[config.mk]
export PLATFORM = sky130hd
export DESIGN_NAME = charset_combination_generator_top
export DESIGN_NICKNAME = d
export VERILOG_FILES = /design/src/rtl/ccg_pkg.sv /design/src/rtl/charset_combination_generator_top.sv /design/src/rtl/ccg_front.sv /design/src/rtl/ccg_back.sv
export SDC_FILE = /design/constraint.sdc
export NUM_CORES = 2
export LEC_CHECK = 0
export ABC_CLOCK_PERIOD_IN_PS = 6000
export BUFFER_PORTS_ARGS = -buffer_cell sky130_fd_sc_hd__clkbuf_2
export CORE_MARGIN = 2
export CORE_UTILIZATION = 40
export CTS_BUF_LIST = sky130_fd_sc_hd__clkbuf_4
export DETAILED_ROUTE_END_ITERATION = 12
export SYNTH_ARGS = -nofsm -noshare
export SYNTH_HDL_FRONTEND = slang
export SYNTH_MEMORY_MAX_BITS = 65536
export SYNTH_SLANG_ARGS = --single-unit
[constraint.sdc]
create_clock -name clk -period 6 [get_ports clk]
set_clock_uncertainty 0.1 [all_clocks]
set_input_delay 1.2 -clock clk [delete_from_list [all_inputs] [get_ports clk]]
set_output_delay 1.2 -clock clk [all_outputs]
set_load 0.02 [all_outputs]
[src/rtl/ccg_pkg.sv]
`timescale 1ns / 1ps
// ----------------------------------------------------------------------------
// ccg_pkg: shared types and constants of the charset combination generator
// Request and command codes, register indexes, filter modes and field widths.
// ----------------------------------------------------------------------------
package ccg_pkg;

  localparam int MAX_CHARS_DEF  = 64;
  localparam int MAX_LENGTH_DEF = 8;

  localparam int REQ_W      = 2;
  localparam int IDX_W      = 6;
  localparam int CHAR_W     = 8;
  localparam int WORD_W     = 64;
  localparam int CS_W       = 7;
  localparam int WL_W       = 4;
  localparam int FM_W       = 2;
  localparam int CFG_IDX_W  = 2;
  localparam int CFG_DATA_W = 7;
  // store address as carried through the queue, wide enough for 256 entries
  localparam int ADDR_W     = 8;
  // radix compare width, holds 256
  localparam int RADIX_W    = 9;

  localparam int QDEPTH  = 2;
  localparam int QPTR_W  = $clog2(QDEPTH);
  localparam int QCNT_W  = $clog2(QDEPTH + 1);

  localparam logic [REQ_W-1:0] REQ_LOAD  = 2'd0;
  localparam logic [REQ_W-1:0] REQ_START = 2'd1;
  localparam logic [REQ_W-1:0] REQ_STEP  = 2'd2;

  localparam logic [CFG_IDX_W-1:0] CFG_CHARSET_SIZE = 2'd0;
  localparam logic [CFG_IDX_W-1:0] CFG_WORD_LENGTH  = 2'd1;
  localparam logic [CFG_IDX_W-1:0] CFG_FILTER_MODE  = 2'd2;

  localparam logic [FM_W-1:0] FILT_ALL      = 2'd0;
  localparam logic [FM_W-1:0] FILT_ADJ      = 2'd1;
  localparam logic [FM_W-1:0] FILT_NO_ADJ   = 2'd2;
  localparam logic [FM_W-1:0] FILT_DISTINCT = 2'd3;

  typedef enum logic [1:0] {
    CMD_LOAD,
    CMD_START,
    CMD_STEP
  } cmd_t;

  typedef struct packed {
    cmd_t              cmd;
    logic [ADDR_W-1:0] addr;
    logic [CHAR_W-1:0] data;
  } cmd_entry_t;

endpackage

[src/rtl/charset_combination_generator_top.sv]
`timescale 1ns / 1ps
// ----------------------------------------------------------------------------
// charset_combination_generator_top: odometer word generator over a charset
// Load, start and step requests in; one result item per step request out.
// ----------------------------------------------------------------------------
// Takes one request item per cycle while the queue has room and gives one word
// per cycle for a run of step requests while out_ready is held high. A step's
// result passes through the command queue, the odometer stage where each
// position reads its own copy of the charset memory, and the filter and result
// register. The charset is held as MAX_LENGTH copies of a MAX_CHARS byte memory,
// all written by each load; entries are undefined until loaded, so load every
// entry below charset_size before stepping. The user writes registers through
// cfg_we/cfg_index/cfg_data only while no step is in flight; the block does not enforce it.
module charset_combination_generator_top #(
  parameter int MAX_CHARS  = ccg_pkg::MAX_CHARS_DEF,
  parameter int MAX_LENGTH = ccg_pkg::MAX_LENGTH_DEF
) (
  input  logic                             clk,
  input  logic                             rst,
  input  logic                             cfg_we,
  input  logic [ccg_pkg::CFG_IDX_W-1:0]    cfg_index,
  input  logic [ccg_pkg::CFG_DATA_W-1:0]   cfg_data,
  input  logic                             in_valid,
  output logic                             in_ready,
  input  logic [ccg_pkg::REQ_W-1:0]        req_type,
  input  logic [ccg_pkg::IDX_W-1:0]        char_index,
  input  logic [ccg_pkg::CHAR_W-1:0]       char_value,
  output logic                             out_valid,
  input  logic                             out_ready,
  output logic [ccg_pkg::WORD_W-1:0]       word,
  output logic                             passes,
  output logic                             is_last,
  output logic                             exhausted
);

  logic [ccg_pkg::CS_W-1:0] charset_size;
  logic [ccg_pkg::WL_W-1:0] word_length;
  logic [ccg_pkg::FM_W-1:0] filter_mode;
  logic                     q_valid;
  logic                     q_ready;
  ccg_pkg::cmd_entry_t      q_entry;

  always_ff @(posedge clk) begin
    if (rst) begin
      charset_size <= ccg_pkg::CS_W'(1);
      word_length  <= ccg_pkg::WL_W'(1);
      filter_mode  <= ccg_pkg::FILT_ALL;
    end else if (cfg_we) begin
      case (cfg_index)
        ccg_pkg::CFG_CHARSET_SIZE: charset_size <= cfg_data[ccg_pkg::CS_W-1:0];
        ccg_pkg::CFG_WORD_LENGTH:  word_length  <= cfg_data[ccg_pkg::WL_W-1:0];
        ccg_pkg::CFG_FILTER_MODE:  filter_mode  <= cfg_data[ccg_pkg::FM_W-1:0];
        default: begin
          // drop writes to unmapped indexes
        end
      endcase
    end
  end

  ccg_front #(
    .MAX_CHARS (MAX_CHARS)
  ) u_front (
    .clk        (clk),
    .rst        (rst),
    .in_valid   (in_valid),
    .in_ready   (in_ready),
    .req_type   (req_type),
    .char_index (char_index),
    .char_value (char_value),
    .q_valid    (q_valid),
    .q_ready    (q_ready),
    .q_entry    (q_entry)
  );

  ccg_back #(
    .MAX_CHARS  (MAX_CHARS),
    .MAX_LENGTH (MAX_LENGTH)
  ) u_back (
    .clk          (clk),
    .rst          (rst),
    .q_valid      (q_valid),
    .q_ready      (q_ready),
    .q_entry      (q_entry),
    .charset_size (charset_size),
    .word_length  (word_length),
    .filter_mode  (filter_mode),
    .out_valid    (out_valid),
    .out_ready    (out_ready),
    .word         (word),
    .passes       (passes),
    .is_last      (is_last),
    .exhausted    (exhausted)
  );

endmodule

[src/rtl/ccg_front.sv]
`timescale 1ns / 1ps
// ----------------------------------------------------------------------------
// ccg_front: request intake and command queue
// Accepts request items, decodes them into commands, drops unknown requests
// and out-of-range loads, and buffers commands in a two-entry queue.
// ----------------------------------------------------------------------------
module ccg_front #(
  parameter int MAX_CHARS = ccg_pkg::MAX_CHARS_DEF
) (
  input  logic                        clk,
  input  logic                        rst,
  input  logic                        in_valid,
  output logic                        in_ready,
  input  logic [ccg_pkg::REQ_W-1:0]   req_type,
  input  logic [ccg_pkg::IDX_W-1:0]   char_index,
  input  logic [ccg_pkg::CHAR_W-1:0]  char_value,
  output logic                        q_valid,
  input  logic                        q_ready,
  output ccg_pkg::cmd_entry_t         q_entry
);

  localparam logic [ccg_pkg::RADIX_W-1:0] CHARS_LIM = ccg_pkg::RADIX_W'(MAX_CHARS);

  ccg_pkg::cmd_entry_t             entries [ccg_pkg::QDEPTH];
  logic [ccg_pkg::QPTR_W-1:0]      wr_ptr;
  logic [ccg_pkg::QPTR_W-1:0]      rd_ptr;
  logic [ccg_pkg::QCNT_W-1:0]      count;
  logic                            accept;
  logic                            push;
  logic                            pop;
  ccg_pkg::cmd_entry_t             decoded;
  logic                            in_range;

  assign in_ready = (count != ccg_pkg::QCNT_W'(ccg_pkg::QDEPTH));
  assign accept   = in_valid & in_ready;
  assign q_valid  = (count != '0);
  assign q_entry  = entries[rd_ptr];
  assign pop      = q_valid & q_ready;
  assign in_range = {{(ccg_pkg::RADIX_W - ccg_pkg::IDX_W){1'b0}}, char_index} < CHARS_LIM;

  always_comb begin
    decoded.cmd  = ccg_pkg::CMD_STEP;
    decoded.addr = {{(ccg_pkg::ADDR_W - ccg_pkg::IDX_W){1'b0}}, char_index};
    decoded.data = char_value;
    push         = 1'b0;
    case (req_type)
      ccg_pkg::REQ_LOAD: begin
        decoded.cmd = ccg_pkg::CMD_LOAD;
        push        = accept & in_range;
      end
      ccg_pkg::REQ_START: begin
        decoded.cmd = ccg_pkg::CMD_START;
        push        = accept;
      end
      ccg_pkg::REQ_STEP: begin
        decoded.cmd = ccg_pkg::CMD_STEP;
        push        = accept;
      end
      default: begin
        // drop unknown request
        push = 1'b0;
      end
    endcase
  end

  always_ff @(posedge clk) begin
    if (push) begin
      entries[wr_ptr] <= decoded;
    end
  end

  always_ff @(posedge clk) begin
    if (rst) begin
      wr_ptr <= '0;
      rd_ptr <= '0;
      count  <= '0;
    end else begin
      if (push) begin
        wr_ptr <= wr_ptr + ccg_pkg::QPTR_W'(1);
      end
      if (pop) begin
        rd_ptr <= rd_ptr + ccg_pkg::QPTR_W'(1);
      end
      if (push && !pop) begin
        count <= count + ccg_pkg::QCNT_W'(1);
      end else if (pop && !push) begin
        count <= count - ccg_pkg::QCNT_W'(1);
      end
    end
  end

endmodule

[src/rtl/ccg_back.sv]
`timescale 1ns / 1ps
// ----------------------------------------------------------------------------
// ccg_back: odometer, charset lanes, filter and result register
// Executes queued commands: loads write every position's copy of the charset,
// starts clear the odometer, steps read the word and advance the digits until the run ends.
// ----------------------------------------------------------------------------
module ccg_back #(
  parameter int MAX_CHARS  = ccg_pkg::MAX_CHARS_DEF,
  parameter int MAX_LENGTH = ccg_pkg::MAX_LENGTH_DEF
) (
  input  logic                        clk,
  input  logic                        rst,
  input  logic                        q_valid,
  output logic                        q_ready,
  input  ccg_pkg::cmd_entry_t         q_entry,
  input  logic [ccg_pkg::CS_W-1:0]    charset_size,
  input  logic [ccg_pkg::WL_W-1:0]    word_length,
  input  logic [ccg_pkg::FM_W-1:0]    filter_mode,
  output logic                        out_valid,
  input  logic                        out_ready,
  output logic [ccg_pkg::WORD_W-1:0]  word,
  output logic                        passes,
  output logic                        is_last,
  output logic                        exhausted
);

  localparam int DW = $clog2(MAX_CHARS);
  localparam logic [ccg_pkg::RADIX_W-1:0] RADIX_MAX = ccg_pkg::RADIX_W'(MAX_CHARS);
  localparam logic [ccg_pkg::WL_W-1:0]    LEN_MAX   = ccg_pkg::WL_W'(MAX_LENGTH);

  logic [DW-1:0]                   digits      [MAX_LENGTH];
  logic [DW-1:0]                   digits_next [MAX_LENGTH];
  logic                            finished;
  logic                            carry_out;
  logic [ccg_pkg::RADIX_W-1:0]     radix;
  logic [ccg_pkg::WL_W-1:0]        len;

  logic                            fire;
  logic                            step_fire;
  logic                            b_adv;
  logic                            b_can;

  logic                            b_valid;
  logic                            b_exh;
  logic                            b_last;
  logic [ccg_pkg::WL_W-1:0]        b_len;
  logic [ccg_pkg::FM_W-1:0]        b_mode;
  logic [ccg_pkg::CHAR_W-1:0]      b_char [MAX_LENGTH];

  logic [ccg_pkg::WORD_W-1:0]      word_comb;
  logic                            pass_comb;
  logic                            adj;
  logic                            dup;

  // effective radix and length
  always_comb begin
    radix = {{(ccg_pkg::RADIX_W - ccg_pkg::CS_W){1'b0}}, charset_size};
    if (radix == '0) begin
      radix = ccg_pkg::RADIX_W'(1);
    end else if (radix > RADIX_MAX) begin
      radix = RADIX_MAX;
    end
    len = word_length;
    if (len == '0) begin
      len = ccg_pkg::WL_W'(1);
    end else if (len > LEN_MAX) begin
      len = LEN_MAX;
    end
  end

  // odometer advance: ripple the carry from the last active position down
  always_comb begin
    logic carry;
    logic wrap;
    carry = 1'b1;
    wrap  = 1'b0;
    for (int p = MAX_LENGTH - 1; p >= 0; p--) begin
      digits_next[p] = digits[p];
      if (p < int'(len)) begin
        wrap = (ccg_pkg::RADIX_W'(digits[p]) + ccg_pkg::RADIX_W'(1)) >= radix;
        if (carry) begin
          digits_next[p] = wrap ? '0 : digits[p] + DW'(1);
        end
        carry = carry & wrap;
      end
    end
    carry_out = carry;
  end

  assign b_adv     = b_valid & (!out_valid | out_ready);
  assign b_can     = !b_valid | b_adv;
  assign q_ready   = (q_entry.cmd != ccg_pkg::CMD_STEP) | b_can;
  assign fire      = q_valid & q_ready;
  assign step_fire = fire & (q_entry.cmd == ccg_pkg::CMD_STEP);

  // one charset copy per position, so every position reads in the same cycle
  for (genvar lane = 0; lane < MAX_LENGTH; lane++) begin : g_lane
    logic [ccg_pkg::CHAR_W-1:0] store [MAX_CHARS];

    always_ff @(posedge clk) begin
      if (fire && q_entry.cmd == ccg_pkg::CMD_LOAD) begin
        store[q_entry.addr[DW-1:0]] <= q_entry.data;
      end
      if (step_fire) begin
        b_char[lane] <= store[digits[lane]];
      end
    end
  end

  always_ff @(posedge clk) begin
    if (rst) begin
      finished <= 1'b0;
      for (int p = 0; p < MAX_LENGTH; p++) begin
        digits[p] <= '0;
      end
    end else if (fire) begin
      case (q_entry.cmd)
        ccg_pkg::CMD_START: begin
          finished <= 1'b0;
          for (int p = 0; p < MAX_LENGTH; p++) begin
            digits[p] <= '0;
          end
        end
        ccg_pkg::CMD_STEP: begin
          if (!finished) begin
            digits <= digits_next;
            if (carry_out) begin
              finished <= 1'b1;
            end
          end
        end
        default: begin
          // loads touch only the charset lanes
        end
      endcase
    end
  end

  always_ff @(posedge clk) begin
    if (rst) begin
      b_valid <= 1'b0;
    end else if (step_fire) begin
      b_valid <= 1'b1;
    end else if (b_adv) begin
      b_valid <= 1'b0;
    end
  end

  always_ff @(posedge clk) begin
    if (step_fire) begin
      b_exh  <= finished;
      b_last <= carry_out;
      b_len  <= len;
      b_mode <= filter_mode;
    end
  end

  // word assembly and filter on the read characters
  always_comb begin
    word_comb = '0;
    adj       = 1'b0;
    dup       = 1'b0;
    for (int p = 0; p < MAX_LENGTH; p++) begin
      if (p < int'(b_len)) begin
        word_comb[8*p +: 8] = b_char[p];
      end
    end
    for (int i = 0; i < MAX_LENGTH - 1; i++) begin
      if (i + 1 < int'(b_len) && b_char[i] == b_char[i+1]) begin
        adj = 1'b1;
      end
    end
    for (int i = 0; i < MAX_LENGTH; i++) begin
      for (int k = i + 1; k < MAX_LENGTH; k++) begin
        if (k < int'(b_len) && b_char[i] == b_char[k]) begin
          dup = 1'b1;
        end
      end
    end
    case (b_mode)
      ccg_pkg::FILT_ADJ:      pass_comb = adj;
      ccg_pkg::FILT_NO_ADJ:   pass_comb = !adj;
      ccg_pkg::FILT_DISTINCT: pass_comb = !dup;
      default:                pass_comb = 1'b1;
    endcase
  end

  always_ff @(posedge clk) begin
    if (rst) begin
      out_valid <= 1'b0;
    end else if (b_adv) begin
      out_valid <= 1'b1;
    end else if (out_ready) begin
      out_valid <= 1'b0;
    end
  end

  always_ff @(posedge clk) begin
    if (b_adv) begin
      word      <= b_exh ? '0 : word_comb;
      passes    <= b_exh ? 1'b0 : pass_comb;
      is_last   <= b_exh ? 1'b0 : b_last;
      exhausted <= b_exh;
    end
  end

endmodule

==> out/qor.txt <==
antenna viol nets, final: 0
Critical Path RT: 7.05 ns
Synth Area in Adders: 1.376%
Pre-antenna DRT Iters: 7
initial core utilization: 40.18%
die area: 0.1577 sq mm
post-route cell area: 0.06784 sq mm
post-synthesis simple-gate area fraction: 3.942%
Max FO, Critical Path: 14
Synth Register Bits: 800
hold crit path type: in -> reg
Reg2Reg Launch Point: charset_size[6]
most common cell after layout, fill and taps aside: mux4_2
H-tree depth: 4
Slew @ Worst Pin: 1.291 ns
IO Port Bufs: 98
Mapped Area: 0.06183 sq mm
Die Wd: 397.2 um
number of flops mapped to enable cells by yosys: 683
Synth Area in Compound Gates: 1.712%
startpoint type of the worst setup path: flop
f_max: 246.1 MHz
Max-cap violations: 0
vias in the first global route: 41,710
post-route minimum period: 4.064 ns
synth warn: 0
root buffer cell: clkbuf_4
die height: 397.2 um
DR iter-0 viols: 7,982
area delta synth->final: 9.728%
min-delay src: out_ready
CTS tree: done
Core Footprint: 0.1539 sq mm
Crit path arrival time: 5.12 ns
P_leak: 19.48 nW
placed cell areas: 0.06467 sq mm
total number of vias: 43,510
DPL Wire Length: 159.0 mm
synthesized area per cell: 17.48 sq um
I/O pin cnt: 99
worst skew pair latency: 1.33 ns
Seq/Total Area, Yosys: 36.96%
IR Drop Worst-Case VDD: 0.3361 mV
Cells after Synth: 3,537
Most used DFF post-synth: edfxtp_1
first-pass GRT wire length: 334.3 mm
Clock transition at path regs: 0.07 ns
syn_nets: 3,635
nets: 3,734
Crit. End Element: flop
CTS Sinks: 800
status: complete, no violations
total gr overflow: 0
mux contribution to synthesized area: 49.56%
Max Slew Vio Count: 0
DR WL/cell: 40.60 um
commonest non-fill, non-tap cells in the layout: 1,344 x mux4_2, 683 x edfxtp_1, 283 x clkbuf_4
final worst-path cycle share: 67.73%
RSZ-0062 raised after global routing: no
Worst Hold Slack: 0.1145 ns
crit path kind: reg -> reg
largest net degree at the start of global routing: 79
DRC: 0
Vias/cell: 7.417
Final Hold Vio Count: 0
layout cells sized above 1: 52.01%
Rows: 144
CTS max path bufs: 3
Synth top area share: 48.96%
Non-Filler Instances: 5,867
cell taking the most area after synthesis: mux4_2
PwrDens: 211.9 mW/mm^2
xor/xnor share of the synthesized area: 3.627%
dominant combinational cell family by area after synthesis: multiplexers
GPL Wtd Cong: 0.9614
slew margin rel.: 13.82%
TNS Setup: 0 ns
placed cell count: 5,441
endpoints failing setup: 0
FFs w/ async S/R, synth: 0%
CTS buffer count: 216
total global routing track utilization: 30.27%
initial antenna violation count: 26
WL final: 238.2 mm
post-synthesis cell type count: 66
worst setup path start: charset_size[6]
top cells by area, synth: mux4_2 49%, edfxtp_1 33%, dfxtp_1 3.8%
==> worst paths after layout <==
check                endpoint  slack, ns  cells after the start
min          u_back.out_valid       0.11                      4
min reg2reg   charset_size[0]       0.40                      2
max                      flop       1.94                     10
max reg2reg              flop       1.94                     10
==> cells in the mapped netlist (5+ instances only) <==
library cell	instances
xnor2_1	150
nand2b_1	17
buf_1	79
and3_1	6
buf_4	33
and2_1	67
nand4_1	47
o211ai_1	5
o21ai_0	19
o22ai_1	5
o21a_1	5
nor2_1	140
ha_1	68
inv_1	20
a31oi_1	7
mux4_2	1344
a22o_1	6
a211oi_1	7
or3_1	6
nor3_1	25
edfxtp_1	683
mux2_2	11
nor2b_1	15
mux2i_1	25
a21o_1	14
buf_2	79
nand3_1	28
o32ai_1	8
nand2_1	78
xor2_1	106
a22oi_1	5
clkbuf_1	187
a21oi_1	36
dfxtp_1	117
nor4_1	24
==> cell type report <==
cell class                      count  area [sq um]
Sequential cell                   800         22950
Fill cell                       13410         86030
Clock inverter                    106         793.3
Multi-Input combinational cell   2336         37250
Clock buffer                      283          2125
Tap cell                         2044          2557
Antenna cell                       16         40.04
Inverter                           21         78.83
Timing Repair Buffer              261          2042
==> per-stage QoR <==
stage | utilization (%) | total power [mW] | setup WS (ns)
6_report | 44.09 | 14.38 | 1.936
5_1_grt | 44.08 | 14.91 | 1.724
4_1_cts | 44.06 | 14.44 | 2.026
3_5_place_dp | 42.03 | 9.159 | 2.038
3_3_place_gp | 42.03 | 9.124 | 2.055
2_1_floorplan | - | 8.311 | 1.147
==> power breakdown <==
group          switching [mW]  total, mW  leakage [nW]  internal [mW]
Sequential              0.412       7.02          7.14           6.61
Clock                    2.65       5.31          1.72           2.66
Combinational            1.32       2.05          10.6          0.736
Total                    4.38       14.4          19.5           10.0
==> cells by family (layout without fill, tap and decap cells) <==
group,count (synthesis),in the layout
adder cells (fa/ha/maj),68,68
buffers and inverters,401,671
XOR/XNOR,256,256
flip-flops,800,800
AO/OA/AOI/OAI,153,153
other,0,16
AND/OR/NAND/NOR,479,479
multiplexers,1380,1380
==> critical path, cell delays in order, from the launching register on <==
cell	delay [ns]
dfxtp_1	0.31
inv_1	0.43
nand2_1	0.47
ha_1	0.45
a21o_1	0.11
a31oi_1	0.04
o21ai_1	0.30
a211oi_1	0.15
o22ai_1	0.72
a21oi_1	0.39
a221o_1	0.46
==> flip-flops by register name, indices dropped and copies added (netlist names), 2 cells and up, named ones only <==
register and flops:
u_back.g_lane.store 512, u_back.b_mode 2, u_back.word 64, word_length 4, u_back.b_len 4, charset_size 7
filter_mode 2, u_front.entries 32, u_back.digits 48, u_front.count 2, u_back.b_char 64
==> what timing repair did <==
action | in CTS | in global routing
hold endpoints to repair | 38 | 0
endpoints found under the setup margin | 0 | 0
setup buffers | 0 | 0
hold buffers | 21 | 0
gates resized for setup | 0 | 0
==> routing by layer <==
metal | part of all wire, % | global-route usage (%) | vias to the layer above
met5 | 0.050 | 0 | -
met4 | 5.0 | 12.93 | 18
met3 | 16 | 13.51 | 666
met2 | 44 | 43.71 | 4045
met1 | 35 | 39.61 | 22760
li1 | - | - | 16030
Power figures use the tool's default switching activity.
